<file path="src/rtl/core/tcw_rem.sv">
// Remainder unit: dividend modulo a constant by reciprocal multiplication.
// Quotient at start, then remainder with done. No package dependencies.
`default_nettype none

module tcw_rem #(
  parameter int WIDTH   = 11,
  parameter int DIVISOR = 80
) (
  input  logic                         clk_i,
  input  logic                         rst_ni,
  input  logic                         start_i,
  input  logic [WIDTH-1:0]             dividend_i,
  output logic                         done_o,
  output logic [$clog2(DIVISOR)-1:0]   rem_o
);

  localparam int RW    = $clog2(DIVISOR);
  localparam int SHIFT = WIDTH + RW;
  localparam int PW    = SHIFT + WIDTH;
  // floor(x * MAGIC / 2^SHIFT) equals floor(x / DIVISOR) for every WIDTH-bit x
  localparam logic [PW-1:0] MAGIC = PW'((64'd1 << SHIFT) / DIVISOR + 1);

  logic [PW-1:0]    prod;
  logic [WIDTH-1:0] quot_q, dvd_q, row_base;
  logic [RW-1:0]    rem_q;
  logic             stage_q, done_q;

  assign prod     = PW'(dividend_i) * MAGIC;
  assign row_base = quot_q * WIDTH'(DIVISOR);

  always_ff @(posedge clk_i or negedge rst_ni) begin
    if (!rst_ni) begin
      stage_q <= 1'b0;
      done_q  <= 1'b0;
    end else begin
      stage_q <= start_i;
      done_q  <= stage_q;
    end
  end

  always_ff @(posedge clk_i) begin
    if (start_i) begin
      quot_q <= prod[SHIFT +: WIDTH];
      dvd_q  <= dividend_i;
    end
    if (stage_q) begin
      rem_q <= RW'(dvd_q - row_base);
    end
  end

  assign done_o = done_q;
  assign rem_o  = rem_q;

endmodule

`default_nettype wire

</file>
<file path="config.mk">
export PLATFORM = sky130hd
export DESIGN_NAME = tcw_rem
export DESIGN_NICKNAME = d
export VERILOG_FILES = /design/src/rtl/core/tcw_rem.sv
export SDC_FILE = /design/constraint.sdc
export NUM_CORES = 1
export LEC_CHECK = 0
export ABC_AREA = 1
export BUFFER_PORTS_ARGS = -buffer_cell sky130_fd_sc_hd__buf_2
export CAP_MARGIN = 10
export CORE_ASPECT_RATIO = 1.4
export CORE_MARGIN = 1.5
export CORE_UTILIZATION = 56
export DETAILED_ROUTE_END_ITERATION = 16
export GPL_TIMING_DRIVEN = 0
export PLACE_DENSITY = 0.83
export SYNTH_ARGS = -nofsm -noshare
export SYNTH_HDL_FRONTEND = slang
export SYNTH_SLANG_ARGS = --single-unit
</file>
<file path="constraint.sdc">
create_clock -name clk_i -period 1.7 [get_ports clk_i]
set_clock_uncertainty 0.2 [all_clocks]
set_input_delay 0.255 -clock clk_i [delete_from_list [all_inputs] [get_ports clk_i]]
set_output_delay 0.255 -clock clk_i [all_outputs]
set_load 0.03 [all_outputs]
</file>
Word level (Yosys, flattened, before mapping)
Cells that the tools add are included.
W data, S select, Z words.
{ "classes": {"n_addsub": 1, "multipliers": 2} }
{ "op_table": {"columns": ["cell", "count"], "rows": [
  ["$mul A11 B12 Y23 const B", 1],
  ["$sub A7 B7 Y7", 1],
  ["$mul A5 B3 Y3 const B", 1]
]} }
{ "word_totals": {"register_bits": 21, "out_inout_bits": 8, "elab_cells": 8, "inputBits": 14} }

Logic depth before layout (Yosys ltp)
{ "depth": {"word_depth": 2, "ltp_mapped": 20, "mapped_depth_nobuf": 20} }

Worst setup path after synthesis
Ideal clock, no wire load.
{ "synth_path": {"path_kind": "in2reg", "startpoint": "input dividend_i[9]", "endpoint": "register quot_q[1] (data pin)", "slack_ps": -2364, "path_buffers": 0, "setup_time_ps": 252, "arrival_ps": 3612, "required_time_ps": 1248, "cell_stages": 17, "cell_sequence": "inv_1 -> ha_1 -> fa_1 -> inv_1 -> fa_1 -> fa_1 -> inv_1 -> fa_1 -> inv_1 -> ha_1 -> nand3_1 -> nand2_1 -> a21oi_1 -> o21ba_2 -> nand2_1 -> nand2_1 -> nand2_1"} }
{ "synth_between": {"elab_chain_cells": 1} }
{ "synth_rtl": {"columns": ["element", "line_no", "rtl"], "rows": [
  ["from (decl)", "12", "input logic [WIDTH-1:0] dividend_i,"],
  ["$mul A11 B12 Y23", "28", "assign prod = PW'(dividend_i) * MAGIC;"],
  ["named net prod[19]", "23", "logic [PW-1:0] prod;"],
  ["to (signal assigned)", "43", "quot_q <= prod[SHIFT +: WIDTH];"],
  ["to (decl)", "24", "logic [WIDTH-1:0] quot_q, dvd_q, row_base;"]
]} }
The timed path passes the listed nets, and every way through them passes these cells.
A chain may end at the register's enable or synchronous reset.

Worst setup path after layout
{ "layout_path": {"startpoint": "input dividend_i[7]", "endpoint": "register quot_q[0] (data pin)"} }
The elaborated chain is that of the path after synthesis.

==> results.txt <==
- Timing analysis after detailed placement gives a worst setup slack of -2.57 ns.
- In this run the power density over the cells is between 1000 and 1500 nW/um^2.
* Number of enable-type register cells in the synthesized netlist: 17
- Summed over all cells, the static leakage comes to 1.70 nW.
- Die width: 61.7 um
- Core region area: 4570 um^2
* Critical path start-end classification: input port to flop
* Slew headroom: 0.741
- CTS tree: built
- In the final routing, the length of wire on met1 measures 2.08 mm.
* Mapped Avg Cell Area: 9.85 um^2
- Worst-margin pin slew: 0.384 ns
* Total global routing overflow: 0
- Final weighted congestion in routability-driven placement: 0.873
- Type of destination of the critical path: flop
- Post-Synthesis Cell Area: 2700 um^2
- After detailed routing, the total wire length is 5.91 mm.
- Post-route clock period utilization: 2.29
- Across all hold checks on the routed design, the worst slack comes to 0.0195 ns.
- WP data required: 1.51 ns
- The number of antenna violations at the first check in global routing came to 0.
- The signal on the critical path passes through buf_4, ha_4, ha_1, or2_2, ha_4, inv_1, o21bai_1, inv_1, fa_1, inv_1, ha_1, ha_1, nand2_1, inv_2, nand4_4, a21oi_2, nor3_2, nand2_1, nand2_1, nand2_2.
- Detailed routing placed a total of about 170 um of wire on met3.
- Post-Synthesis Net Count: about 380
- Top cell type by total area after synthesis: ha_1
* Maximum operating frequency: 257 MHz
* Clock transition at the register clock pins on the worst setup and hold paths after CTS: 0.07 ns
- Seq cells post-synth: 19
- On the worst path, the slowest cell contributes a delay of 0.53 ns.
- Effective utilization at floorplan: 0.590
* Wire length on met2: 3.45 mm
* Number of remaining DRC errors: 0
* Final-report max-slew violation count: 0
- Signal routing reaches up to met4.
* Hold Fails Final Rpt: 0
- Detailed placement ended at an HPWL of 4.32 mm.
* Number of filler cells placed in the layout: between 300 and 400
- Peak ir drop on the vdd network: about 1.1 mV
- Number of global-route vias before repair: about 2,200
* Port bufs: 21
* Share of final-layout standard cells stronger than drive strength 1: 0.261
* Number of antenna cells inserted: 0
- Number of iterations in the first detailed-routing pass: 6
- Number of vias after detailed routing: 1,907
- Mean routed wirelength per cell: between 15 and 20 um
- The root buffer cell chosen for the clock tree is clkbuf_8.
- Status: finished with violations
* Number of warnings reported in the yosys synthesis log: 0
- Dpl cells: 357
- In this run, the number of DRC markers left after iteration 0 of detailed routing was 95.
* Overall fraction of global-route tracks in use: 0.250
* Leading register cell type out of synthesis: edfxtp_1
* Cell row count: 29
- Among all stages on the critical path, the largest delay is contributed by fa_1.
- After layout, the minimum clock period comes to 3.89 ns.
- Reg-to-reg slack, setup: about 0.01 ns
* Unrepaired setup endpoints after global routing: yes
- CTS H-tree lvls: 1
* Final Instance Count excl. Fillers: 372
- Ranked by total cell area, the synthesized netlist is headed by ha_1, fa_1, edfxtp_1.
- STA classifies the critical path startpoint as an input port.
- For the worst-skew pair, the clock arrives at the later sink with an insertion delay of 0.25 ns.
- The die is 85.1 um tall.
- The final layout contains 420 nets.
- The detail route stage leaves a number of antenna-violating nets equal to 0.
- Layout-stage area growth over the synthesis result: 22.4%
* Number of max-capacitance violations reported: 0
- For this design, the sink count on the clock tree is 19.
- Sequential cell area fraction in the yosys report: 0.208
- For this design the top-level I/O count stands at 22.
- Setup violations remaining at the end of the flow were counted as 3.
* Worst-case clock buffer depth: 2
* Fraction of registers with async set or reset after synthesis: 0.105
- The synthesized netlist contains 23 unique library cells.
- The path class of the tightest hold or removal check is input port to flop.
- The die covers 5250 um^2.
- In this run the worst path has a maximum fanout of 4.
* Worst setup slack after layout: -2.19 ns
- After detailed routing, the number of vias per cell comes to around 5.1.
- Area fraction of the dominant cell type after synthesis: 0.301
* Instance count of the mapped netlist: between 200 and 300
- The number of clock buffers added by TritonCTS is 3.
* Largest net degree at the start of global routing: 12
- Arrival time reported for the critical path endpoint: approximately 3.7 ns
- The checks that failed: setup timing.
- Global-route wire length before repair: 9.58 mm
-- registers in the layout, summed over array words and instances, names as in the netlist --
signal and flops:
dvd_q 7, rem_o 7, quot_q 3, done_o 1
stage_q 1
-- timing repair --
| action | CTS | global route |
|---|---|---|
| pin swaps | 29 | 16 |
| endpoints found under the hold margin | 2 | 1 |
| resized for setup | 37 | 12 |
| buffers inserted | 7 | 2 |
| hold buffers | 1 | 1 |
| endpoints found under the setup margin | 4 | 4 |
-- cells in the final DEF, fill, tap and decap left out, types with 2 or more instances in the layout --
master          n
buf_8           3
dfrtp_1         2
a21oi_2         4
o21ai_0         2
ha_1           51
dlygate4sd3_1   2
fa_2            2
edfxtp_1       17
xnor2_1         8
o21bai_1        2
nand3_1         4
buf_2          13
clkbuf_8        3
inv_2          10
nand2_1        30
inv_1          65
ha_4           13
nand2_2         9
buf_4          12
a21oi_1         4
nor2_1          7
fa_1           28
a21o_1          2
-- final cells by class --
type,count,area [um^2],area share
inverter,76,288,0.0872
clock buffer,4,45.0,0.0136
tap,62,77.6,0.0235
multi-input combinational,179,2080,0.630
timing repair buffer,32,251,0.0762
sequential,19,561,0.170
-- logic make-up (layout without fill, tap and decap cells) --
family / after synthesis / count (layout) / share of synthesized area
compound gates: 18 / 18 / 0.0436
buf+inv: 76 / 112 / 0.106
flops: 19 / 19 / 0.208
simple gates: 57 / 57 / 0.0895
fa+ha+maj: 95 / 95 / 0.524
xor+xnor: 9 / 9 / 0.0292
-- layer usage --
layer	vias to the layer above	global-route usage
met5	-	0
met4	0	0.0812
met3	15	0.0137
met2	39	0.499
met1	921	0.256
li1	932	-
-- critical path: cells and delay by family --
kind                       cells  cell delay, ns
AOI/OAI and AO/OA              2            0.19
adders and majority gates      6            1.84
buffers and inverters          5            0.38
and+or+nand+nor                7            1.03
-- stage by stage --
step | setup TNS [ns] | area [um^2] | utilization | power [mW]
2_1_floorplan | -6.39 | 2790 | - | 2.87
3_3_place_gp | -7.65 | 2970 | 0.650 | 3.36
3_5_place_dp | -7.73 | 2970 | 0.650 | 3.47
4_1_cts | -6.34 | 3230 | 0.707 | 4.11
5_1_grt | -6.81 | 3300 | 0.722 | 4.75
6_report | -6.43 | 3300 | 0.722 | 4.29
-- Yosys cell counts, types with 3 or more instances --
| library cell | number |
|---|---|
| xnor2_1 | 8 |
| edfxtp_1 | 17 |
| nand2_1 | 37 |
| o21ai_0 | 3 |
| a21oi_2 | 3 |
| ha_1 | 65 |
| a21oi_1 | 6 |
| nor2_1 | 8 |
| fa_1 | 30 |
| nand3_1 | 5 |
| inv_1 | 74 |
-- final timing paths --
kind                                startpoint                  end  cells past startpoint
max in group asynchronous               rst_ni    stage_q$_DFF_PN0_                      2
hold / removal                   dividend_i[6]   dvd_q[6]$_DFFE_PP_                      1
setup / recovery                 dividend_i[7]  quot_q[0]$_DFFE_PP_                     20
hold reg to reg             dvd_q[3]$_DFFE_PP_   rem_o[3]$_DFFE_PP_                      0
min in group asynchronous               rst_ni     done_o$_DFF_PN0_                      2
setup reg to reg           quot_q[0]$_DFFE_PP_   rem_o[6]$_DFFE_PP_                      4
-- report_power, final --
group          switching (mW)  internal (mW)
logic                    1.87           1.43
clock network           0.138          0.166
registers              0.0375          0.652
No activity file was read; power rests on OpenSTA's default activity.
